$ cat src/rtl/rct_pkg.sv
// rct_pkg: shared types and constants for the remote code table
// used by rct_table, rct_ctrl and remote_code_table_unit; no dependencies
`default_nettype none

package rct_pkg;

  localparam int SLOTS_DEF = 16;
  localparam int KEY_W     = 24;
  localparam int WORD_W    = 32;
  localparam int FLAGS_W   = 8;
  localparam int SLOT_W    = 4;

  localparam logic [KEY_W-1:0]   EMPTY_KEY   = 24'hFF_FFFF;
  localparam logic [7:0]         NIBBLE_MASK = 8'hF0;
  localparam logic [FLAGS_W-1:0] FLAGS_CLEAR = 8'h00;

  typedef enum logic [1:0] {
    OP_ADD    = 2'd0,
    OP_REMOVE = 2'd1,
    OP_LOOKUP = 2'd2,
    OP_ERASE  = 2'd3
  } op_t;

  typedef enum logic [1:0] {
    ST_OK       = 2'd0,
    ST_PRESENT  = 2'd1,
    ST_FULL     = 2'd2,
    ST_NOTFOUND = 2'd3
  } status_t;

  typedef enum logic [1:0] {
    S_IDLE,
    S_SCAN,
    S_FINISH
  } state_t;

  typedef struct packed {
    logic wr;   // write key with clear flags, mark slot used
    logic inv;  // mark slot empty
    logic clr;  // empty every slot
  } tbl_cmd_t;

  typedef struct packed {
    logic [FLAGS_W-1:0] entry_flags;
    logic [SLOT_W-1:0]  slot_index;
    logic               found;
    status_t            status;
  } rct_result_t;

  function automatic int idx_width(input int n);
    return (n > 1) ? $clog2(n) : 1;
  endfunction

endpackage

`default_nettype wire

$ cat src/rtl/rct_table.sv
// rct_table: slot memory with one read/write port and registered read data
// per-slot used bits let a clear empty every slot at once; depends on rct_pkg
`default_nettype none

module rct_table
  import rct_pkg::*;
#(
  parameter int SLOTS = SLOTS_DEF
) (
  input  wire logic                        clk,
  input  wire logic                        rst,
  input  wire tbl_cmd_t                    cmd,
  input  wire logic [idx_width(SLOTS)-1:0] addr,
  input  wire logic [WORD_W-1:0]           wr_data,
  output logic      [WORD_W-1:0]           rd_data
);

  logic [WORD_W-1:0] mem [SLOTS];
  logic [SLOTS-1:0]  used;
  logic [WORD_W-1:0] rd_word;
  logic              rd_used;

  always_ff @(posedge clk) begin
    if (cmd.wr) begin
      mem[addr] <= wr_data;
    end
    rd_word <= mem[addr];
  end

  always_ff @(posedge clk) begin
    if (rst || cmd.clr) begin
      used <= '0;
    end else if (cmd.wr) begin
      used[addr] <= 1'b1;
    end else if (cmd.inv) begin
      used[addr] <= 1'b0;
    end
  end

  always_ff @(posedge clk) begin
    if (rst) begin
      rd_used <= 1'b0;
    end else begin
      rd_used <= used[addr];
    end
  end

  // an unused slot reads as the empty word
  assign rd_data = rd_used ? rd_word : {WORD_W{1'b1}};

endmodule

`default_nettype wire

$ cat src/rtl/rct_ctrl.sv
// rct_ctrl: sequencer that scans the table one slot per cycle through a
// single key comparator, then issues the table update and the result; uses rct_pkg
`default_nettype none

module rct_ctrl
  import rct_pkg::*;
#(
  parameter int SLOTS = SLOTS_DEF
) (
  input  wire logic                        clk,
  input  wire logic                        rst,
  input  wire logic                        in_valid,
  output logic                             in_ready,
  input  wire op_t                         in_op,
  input  wire logic [KEY_W-1:0]            in_code,
  output logic                             res_valid,
  input  wire logic                        res_ready,
  output rct_result_t                      res,
  output tbl_cmd_t                         tbl_cmd,
  output logic      [idx_width(SLOTS)-1:0] tbl_addr,
  output logic      [WORD_W-1:0]           tbl_wr_data,
  input  wire logic [WORD_W-1:0]           tbl_rd_data
);

  localparam int IW = idx_width(SLOTS);
  localparam logic [IW-1:0] LAST_IDX  = IW'(SLOTS - 1);
  localparam logic [IW:0]   CNT_LIMIT = (IW + 1)'(SLOTS);

  state_t state, state_next;

  op_t                op_q;
  logic [KEY_W-1:0]   key_q;
  logic [IW:0]        cnt;
  logic               chk_vld;
  logic [IW-1:0]      chk_idx;
  logic               hit_found;
  logic [IW-1:0]      hit_idx;
  logic [FLAGS_W-1:0] hit_flags;
  logic               empty_found;
  logic [IW-1:0]      empty_idx;

  logic accept;
  logic scan_done;
  logic key_match;
  logic slot_empty;
  logic fire;

  assign accept    = in_valid && in_ready;
  assign scan_done = chk_vld && (chk_idx == LAST_IDX);
  assign fire      = (state == S_FINISH) && res_ready;

  // the shared compare unit
  assign key_match  = (tbl_rd_data[KEY_W-1:0] == key_q);
  assign slot_empty = (tbl_rd_data[KEY_W-1:0] == EMPTY_KEY);

  always_comb begin
    state_next = state;
    unique case (state)
      S_IDLE: begin
        if (accept) begin
          state_next = (in_op == OP_ERASE) ? S_FINISH : S_SCAN;
        end
      end
      S_SCAN: begin
        if (scan_done) begin
          state_next = S_FINISH;
        end
      end
      S_FINISH: begin
        if (res_ready) begin
          state_next = S_IDLE;
        end
      end
      default: state_next = S_IDLE;
    endcase
  end

  always_ff @(posedge clk) begin
    if (rst) begin
      state <= S_IDLE;
    end else begin
      state <= state_next;
    end
  end

  always_ff @(posedge clk) begin
    if (rst) begin
      cnt         <= '0;
      chk_vld     <= 1'b0;
      hit_found   <= 1'b0;
      empty_found <= 1'b0;
      op_q        <= OP_ADD;
    end else if (accept) begin
      cnt         <= '0;
      chk_vld     <= 1'b0;
      hit_found   <= 1'b0;
      empty_found <= 1'b0;
      op_q        <= in_op;
    end else begin
      chk_vld <= (state == S_SCAN) && (cnt < CNT_LIMIT);
      if ((state == S_SCAN) && (cnt < CNT_LIMIT)) begin
        cnt <= cnt + 1'b1;
      end
      // keep only the lowest matching and lowest empty slot
      if (chk_vld && key_match && !hit_found) begin
        hit_found <= 1'b1;
      end
      if (chk_vld && slot_empty && !empty_found) begin
        empty_found <= 1'b1;
      end
    end
  end

  always_ff @(posedge clk) begin
    if (accept) begin
      key_q <= {in_code[KEY_W-1:16] & NIBBLE_MASK, in_code[15:0]};
    end
    chk_idx <= cnt[IW-1:0];
    if (chk_vld && key_match && !hit_found) begin
      hit_idx   <= chk_idx;
      hit_flags <= tbl_rd_data[WORD_W-1:KEY_W];
    end
    if (chk_vld && slot_empty && !empty_found) begin
      empty_idx <= chk_idx;
    end
  end

  always_comb begin
    in_ready    = (state == S_IDLE);
    res_valid   = (state == S_FINISH);
    tbl_cmd     = '0;
    tbl_addr    = cnt[IW-1:0];
    tbl_wr_data = {FLAGS_CLEAR, key_q};
    res         = '{entry_flags: FLAGS_CLEAR, slot_index: '0, found: 1'b0,
                    status: ST_OK};
    if (state == S_FINISH) begin
      tbl_addr = (op_q == OP_ADD) ? empty_idx : hit_idx;
      unique case (op_q)
        OP_ADD: begin
          if (hit_found) begin
            res.status     = ST_PRESENT;
            res.found      = 1'b1;
            res.slot_index = SLOT_W'(hit_idx);
          end else if (!empty_found) begin
            res.status = ST_FULL;
          end else begin
            res.slot_index = SLOT_W'(empty_idx);
            tbl_cmd.wr     = fire;
          end
        end
        OP_REMOVE, OP_LOOKUP: begin
          if (hit_found) begin
            res.found      = 1'b1;
            res.slot_index = SLOT_W'(hit_idx);
            if (op_q == OP_LOOKUP) begin
              res.entry_flags = hit_flags;
            end else begin
              tbl_cmd.inv = fire;
            end
          end else begin
            res.status = ST_NOTFOUND;
          end
        end
        OP_ERASE: begin
          tbl_cmd.clr = fire;
        end
        default: res.status = ST_OK;
      endcase
    end
  end

  a_wr_only_on_free_add: assert property (@(posedge clk) disable iff (rst)
    tbl_cmd.wr |-> (op_q == OP_ADD) && !hit_found && empty_found)
    else $error("table write without a free slot or with a duplicate");

  a_inv_only_on_hit: assert property (@(posedge clk) disable iff (rst)
    tbl_cmd.inv |-> (op_q == OP_REMOVE) && hit_found)
    else $error("slot emptied without a matching key");

  a_check_follows_scan: assert property (@(posedge clk) disable iff (rst)
    chk_vld |-> $past(state == S_SCAN))
    else $error("compare outside of a scan");

  a_finish_after_full_scan: assert property (@(posedge clk) disable iff (rst)
    ((state == S_FINISH) && ($past(state) == S_SCAN)) |->
      $past(chk_vld && (chk_idx == LAST_IDX)))
    else $error("scan ended before the last slot was compared");

endmodule

`default_nettype wire

$ cat src/rtl/remote_code_table_unit.sv
// remote_code_table_unit: top level of the learned remote code table
// instantiates rct_ctrl and rct_table and holds the output register; uses rct_pkg
//
// usage
//   s_* carries one command per transaction: s_tuser is the operation
//   (add, remove, lookup, erase all) and s_tdata the three code bytes; the
//   low nibble of the third byte is ignored. m_* returns exactly one result
//   per command: status, found, slot index and flag byte.
// timing
//   add, remove and lookup scan the table one slot per cycle through a
//   single comparator on the registered memory read port; erase all skips
//   the scan. s_tready is high only while idle, so a new command is taken
//   only after the previous result has passed to the output register.
// reset
//   rst empties every slot at once through the per-slot used bits; no
//   clearing pass is needed and the block is ready in the next cycle.
// stall
//   a finished result sits in the output register until m_tready; the
//   sequencer holds its last step until that register is free.
`default_nettype none

module remote_code_table_unit
  import rct_pkg::*;
#(
  parameter int SLOTS = SLOTS_DEF
) (
  input  wire logic        clk,
  input  wire logic        rst,
  input  wire logic        s_tvalid,
  output logic             s_tready,
  input  wire logic [23:0] s_tdata,   // code_byte0, code_byte1, code_byte2
  input  wire logic [1:0]  s_tuser,   // operation
  output logic             m_tvalid,
  input  wire logic        m_tready,
  output logic      [15:0] m_tdata    // status, found, slot_index, entry_flags, zero pad
);

  localparam int IW = idx_width(SLOTS);

  logic              res_valid;
  logic              res_ready;
  rct_result_t       res;
  tbl_cmd_t          tbl_cmd;
  logic [IW-1:0]     tbl_addr;
  logic [WORD_W-1:0] tbl_wr_data;
  logic [WORD_W-1:0] tbl_rd_data;
  rct_result_t       out_q;

  assign res_ready = !m_tvalid || m_tready;

  rct_ctrl #(
    .SLOTS (SLOTS)
  ) u_ctrl (
    .clk         (clk),
    .rst         (rst),
    .in_valid    (s_tvalid),
    .in_ready    (s_tready),
    .in_op       (op_t'(s_tuser)),
    .in_code     (s_tdata),
    .res_valid   (res_valid),
    .res_ready   (res_ready),
    .res         (res),
    .tbl_cmd     (tbl_cmd),
    .tbl_addr    (tbl_addr),
    .tbl_wr_data (tbl_wr_data),
    .tbl_rd_data (tbl_rd_data)
  );

  rct_table #(
    .SLOTS (SLOTS)
  ) u_table (
    .clk     (clk),
    .rst     (rst),
    .cmd     (tbl_cmd),
    .addr    (tbl_addr),
    .wr_data (tbl_wr_data),
    .rd_data (tbl_rd_data)
  );

  always_ff @(posedge clk) begin
    if (rst) begin
      m_tvalid <= 1'b0;
    end else if (res_ready) begin
      m_tvalid <= res_valid;
    end
  end

  always_ff @(posedge clk) begin
    if (res_ready && res_valid) begin
      out_q <= res;
    end
  end

  assign m_tdata = {1'b0, out_q};

endmodule

`default_nettype wire

$ cat config.mk
export PLATFORM = sky130hd
export DESIGN_NAME = remote_code_table_unit
export DESIGN_NICKNAME = d
export VERILOG_FILES = /design/src/rtl/rct_pkg.sv /design/src/rtl/rct_table.sv /design/src/rtl/rct_ctrl.sv /design/src/rtl/remote_code_table_unit.sv
export SDC_FILE = /design/constraint.sdc
export NUM_CORES = 1
export LEC_CHECK = 0
export ABC_CLOCK_PERIOD_IN_PS = 6390
export BUFFER_PORTS_ARGS = -buffer_cell sky130_fd_sc_hd__buf_4
export CAP_MARGIN = 20
export CORE_ASPECT_RATIO = 1.2
export CORE_UTILIZATION = 55
export CTS_CLUSTER_DIAMETER = 40
export DETAILED_ROUTE_END_ITERATION = 16
export GPL_TIMING_DRIVEN = 0
export HOLD_SLACK_MARGIN = 0.02
export PLACE_DENSITY = 0.69
export SETUP_SLACK_MARGIN = 0.15
export SYNTH_ARGS = -nofsm -noshare
export SYNTH_HDL_FRONTEND = slang
export SYNTH_SLANG_ARGS = --single-unit
$ cat constraint.sdc
create_clock -name clk -period 6.39 [get_ports clk]
set_input_delay 1.278 -clock clk [delete_from_list [all_inputs] [get_ports clk]]
set_output_delay 1.278 -clock clk [all_outputs]
set_load 0.02 [all_outputs]
Yosys cells after proc, flatten, opt, wreduce, memory -nomap -nowiden --
Memories as Yosys holds them, arrays and structs flattened. A register that Yosys moved wholly into a read port is not among the register bits. Cells that the tools add are included. Widths: inputs -> output; s select.
Cells by class: reductions and logical operators 21, magnitude comparators 3, bitwise gates (word level) 3, mux-type cells 32, add/subtract/negate cells 1, equality and inequality tests 12
Operators with widths (number):
- $mux 16 | 2
- $eq 24x24->1 | 1
- $eq 24x24->1 const B | 1
- $mux 24 | 1
- $and 16x16->16 | 1
- $mux 4 | 4
- $not 16->16 | 1
- $or 16x16->16 | 1
- $mux 2 | 7
- $pmux 7 s2 | 1
- $mux 1 | 12
- $logic_and 1x1->1 | 9
- $eq 2x2->1 const B | 4
- $pmux 2 s3 | 1
- $add 5x1->5 const B | 1
- $lt 4x5->1 const B | 1
- $lt 5x5->1 const B | 1
- $mux 5 | 1
- $bmux 1 s4 | 1
- $demux 1 s4 | 1
- $eq 2x1->1 const B | 2
- $eq 4x4->1 const B | 1
- $ge 4x1->1 const B | 1
- $logic_not 2->1 | 2
- 9 further kinds | 14
Storage, ports and cells: input bits 30, memories kept 1, bits in writable memories 320, bits in registers 117, logic and storage cells 92
Memory list:
- u_table.mem | words 16, bits a word 20, rd ports 1, clocked after Yosys merged registers in 1, write ports 1, RTL line rct_table.sv:18 | logic [WORD_W-1:0] mem [SLOTS];

Longest topological paths before layout --
depth in word-level cells 11, depth in mapped cells 11, gate-level depth less buffers 8

Cells and area by module --
From an unflattened synthesis, not the netlist that was laid out.
Second synthesis, totals: cells, all modules 1199, area, all modules 23822.8 um^2
Modules (own cells, without submodules):
- rct_table | instances 1, seq. area each 16355.7 um^2, cells each 967, area an instance 20861.3 um^2
- rct_ctrl | instances 1, seq. area each 1401.3 um^2, cells each 210, area an instance 2444.8 um^2
- remote_code_table_unit | instances 1, seq. area each 470.5 um^2, cells each 22, area an instance 516.7 um^2

Worst setup path after synthesis --
OpenSTA, ideal clock, no wires.
path kind input to register, start input port m_tready, end memory u_table.mem[12][0] (netlist bit), enable pin, setup slack 3.461 ns, cell stages on the path 7, arrival 2.554 ns, cell sequence nand2b_1 nand2_1 inv_1 nand4_1 nor2_1 nand2_1 inv_1
On the way: cells in the longest elaborated chain, start to end 8
Ends and longest elaborated chain:
- start, declared | RTL line remote_code_table_unit.sv:34 | input wire logic m_tready,
- $logic_or 1x1->1 | RTL line remote_code_table_unit.sv:49 | assign res_ready = !m_tvalid || m_tready;
- $logic_and 1x1->1 | RTL line rct_ctrl.sv:50 | assign fire = (state == S_FINISH) && res_ready;
- $mux 1 | RTL line rct_ctrl.sv:144 | end else if (!empty_found) begin
- $mux 1 | RTL line rct_ctrl.sv:140 | if (hit_found) begin
- $mux 1 | RTL line rct_ctrl.sv:138 | unique case (op_q)
- $mux 3 | RTL line rct_ctrl.sv:136 | if (state == S_FINISH) begin
- $mux 1 | RTL line rct_table.sv:24 | if (cmd.wr) begin
- $mux 1 (not written as such) | RTL line rct_table.sv:25 | mem[addr] <= wr_data;
- end, declared | RTL line rct_table.sv:18
No other way between the ends.

Final worst setup path --
start register u_ctrl.op_q[0], end register u_table.rd_word[14] (read register of u_table.mem)
On the way: cells in the longest elaborated chain, start to end 3
Ends and longest elaborated chain:
- start, declared | RTL line rct_ctrl.sv:31 | op_t op_q;
- start signal, assigned | RTL line rct_ctrl.sv:98 | op_q <= in_op;
- $logic_not 2->1 | RTL line rct_ctrl.sv:137 | tbl_addr = (op_q == OP_ADD) ? empty_idx : hit_idx;
- $mux 4 | RTL line rct_ctrl.sv:137
- $mux 4 | RTL line rct_ctrl.sv:136
- end, declared | RTL line rct_table.sv:20 | logic [WORD_W-1:0] rd_word;
No other way between the ends. A chain may end at the register's enable or synchronous reset.

==> impl_metrics.yaml <==
finish:
  final-instance-count-excl-fill: 1748
  postLayoutCoreUtil_pct: 64.0
  final_nets: 1363
  syn2layout_area_growth_pct: 13.8
  antenna_cells: 0
  post_route_cells_drive_above_1_share_pct: 13.6
  design_area_um2: 18500
synthesis:
  yosysTopAreaCell: "edfxtp_1"
  synth_commonest_cells: "nand2_1, edfxtp_1, and3_1, a311oi_1, dfxtp_1"
  synth_warnings: 0
  synth_async_sr_flop_share_pct: 0
  ys_seq_area_share_pct: 72.5
  syn-mean-instance-area_um2: 13.1
  synth_cell_type_count: 49
  ys_seq_elements: 411
  yosysMostFrequentCell: "nand2_1"
  syn_area_um2: 16300
  syn-num-nets: 1275
  synthTopCellsByArea: "edfxtp_1, nand2_1, dfxtp_1, a311oi_1, and3_1"
  synth-edff-count: 357
  syn_inst: 1240
  ys.flop_type: "edfxtp_1"
  yosys.area.top_type_share_pct: 65.9
hold_path:
  hold_path_class: "reg2reg"
  whs_endpoint: "u_ctrl.chk_idx[3]"
  hold_start: "u_ctrl.cnt[3]"
  hold_depth: 0
cts:
  cts_setup_buffers: 0
  cts_root_buf: "clkbuf_16"
  clkLatencyLatePin_ps: 550
  holdBufCountCts: 0
  cts_made_buffers: 45
  cts_tree: "built"
  post_cts_resize_count: 0
  cts_max_path_buffers: 3
  path_clk_slew_ps: 60
  clock-sinks: 411
  cts_max_level: 2
sta:
  timing.hold.ws_ps: 434
  skew_ps: 17.3
  min_period_over_period_pct: 54.3
  rsz0062_at_grt: "false"
  period_minus_slack_ps: 3470
  fmax_mhz: 288
  slew_violations: 0
  setup_violations: 0
  slew-limit-headroom_pct: 34.7
  setup_ws_ps: 2920
  setup_tns_ps: 0
  worst_pin_slew_ps: 978
  hold_viol_final: 0
pwr:
  finalPower_mw: 6.00
  p_per_area_nw_per_um2: 324
  ir_worst_vdd_v: 0.000226
  p_leak_nw: 6.64
place:
  pre_cts_slack_ps: 2590
  hpwl_um: 26600
  routabilityCongestion: 0.901
  placed_area_um2: 17100
  portBuffers: 41
  placed_cells: 1666
global_route:
  grt.total_usage_pct: 27.0
  antenna_found_initial: 0
  grt_pass1_vias: 10100
  grt_pass1_wl_um: 60100
  grt_max_degree: 26
  grt-ovfl-total: 0
setup_path:
  critPathCaptureType: "register"
  critPathKind: "reg2reg"
  rr_worst_depth: 9
  start_kind: "register"
  cp.arrival_ps: 3970
  rrSetupSlack_ps: 2920
  crit_path_max_fanout: 10
  worstReg2RegEnd: "u_table.rd_word[14]"
  required_ps: 6890
  r2r_start: "u_ctrl.op_q[0]"
route:
  routedWlPerCell_um: 22.9
  drtPass1Iterations: 5
  wirelength_um: 40100
  drt-initial-drc-count: 996
  vias: 10400
  via_per_inst: 5.95
  drc: 0
  ant_nets: 0
floorplan:
  rows: 68
  ios: 48
  die_h_um: 190
  core_area_um2: 28900
  die_x_um: 159
  die-area_um2: 30300
  initial_utilization_pct: 56.2
flow_run:
  maxCapViolCount: 0
outcome:
  status: "complete, no violations"
cell usage in the layout, fill, tap and decap left out, types with 6 or more instances in the layout:
master / n
buf_6: 15
a22oi_1: 6
clkbuf_16: 45
nand2_1: 367
a311oi_1: 80
buf_4: 50
dfxtp_1: 54
inv_1: 28
xnor2_1: 9
a21oi_1: 29
edfxtp_1: 357
buf_2: 35
o21ai_0: 24
and3_1: 82
nand4_1: 11
mux2i_1: 6
clkbuf_1: 25
or4_1: 21
nor2_1: 29
cell families after synthesis:
family                   after synthesis  synth area share [%]
flip-flops                           411                  72.5
AO/OA/AOI/OAI                        157                  7.12
buffers and inverters                108                  3.68
multiplexers                          14                  1.11
adder cells (fa/ha/maj)                5                 0.384
AND/OR/NAND/NOR                      533                  14.6
other                                  1                0.0230
XOR/XNOR                              11                 0.592
layer usage:
metal | vias to the layer above | wire, um | GRT usage (%)
met5 | - | 0 | 0
met4 | 0 | 2280 | 15.9
met3 | 111 | 2560 | 4.07
met2 | 424 | 19700 | 45.3
met1 | 5121 | 15500 | 33.5
li1 | 4741 | - | -
area by class of cell:
cell class / count / area, um^2
plain buffers: 80 / 494
clock buffers: 57 / 1200
clock inverters: 25 / 243
fillers: 2204 / 10400
inverters: 28 / 105
multi-input cells: 721 / 3880
flip-flops and latches: 411 / 11800
well taps: 385 / 482
repair buffers: 41 / 308
worst max-delay path by stage:
stage / start / end / slack, ps
2_1_floorplan: m_tready / u_table.mem[12][0] / 3460
5_1_grt: u_ctrl.op_q[0] / u_table.mem[0][14] / 2880
3_3_place_gp: m_tready / u_table.mem[2][6] / 2600
4_1_cts: u_ctrl.op_q[0] / u_table.rd_word[14] / 3000
6_report: u_ctrl.op_q[0] / u_table.rd_word[14] / 2920
3_5_place_dp: m_tready / u_table.mem[3][8] / 2590
sequential cells by signal, indices dropped and copies added, names as in the netlist, named ones only:
register / cells
m_tdata: 8
m_tvalid: 1
u_ctrl.chk_idx: 4
u_ctrl.chk_vld: 1
u_ctrl.cnt: 5
u_ctrl.empty_found: 1
u_ctrl.empty_idx: 4
u_ctrl.hit_flags: 1
u_ctrl.hit_found: 1
u_ctrl.hit_idx: 4
u_ctrl.key_q: 20
u_ctrl.op_q: 2
u_ctrl.state: 2
u_table.mem: 320
u_table.rd_used: 1
u_table.rd_word: 20
power by group:
part | internal [mW] | leakage (nW) | switching (mW) | total [mW]
registers | 2.99 | 3.67 | 0.0866 | 3.07
clock network | 1.47 | 0.702 | 1.05 | 2.51
logic | 0.150 | 2.27 | 0.265 | 0.415
total | 4.60 | 6.64 | 1.40 | 6.00
critical path: stages, from the launching register on:
cell and delay, ps:
dfxtp_1 330, inv_1 110, ha_1 200, buf_4 190
mux2_2 360, mux2i_1 700, nand2_1 400, buf_2 320
a311oi_1 600, or4_1 210
Note: power is estimated with default switching activity, not from simulation.
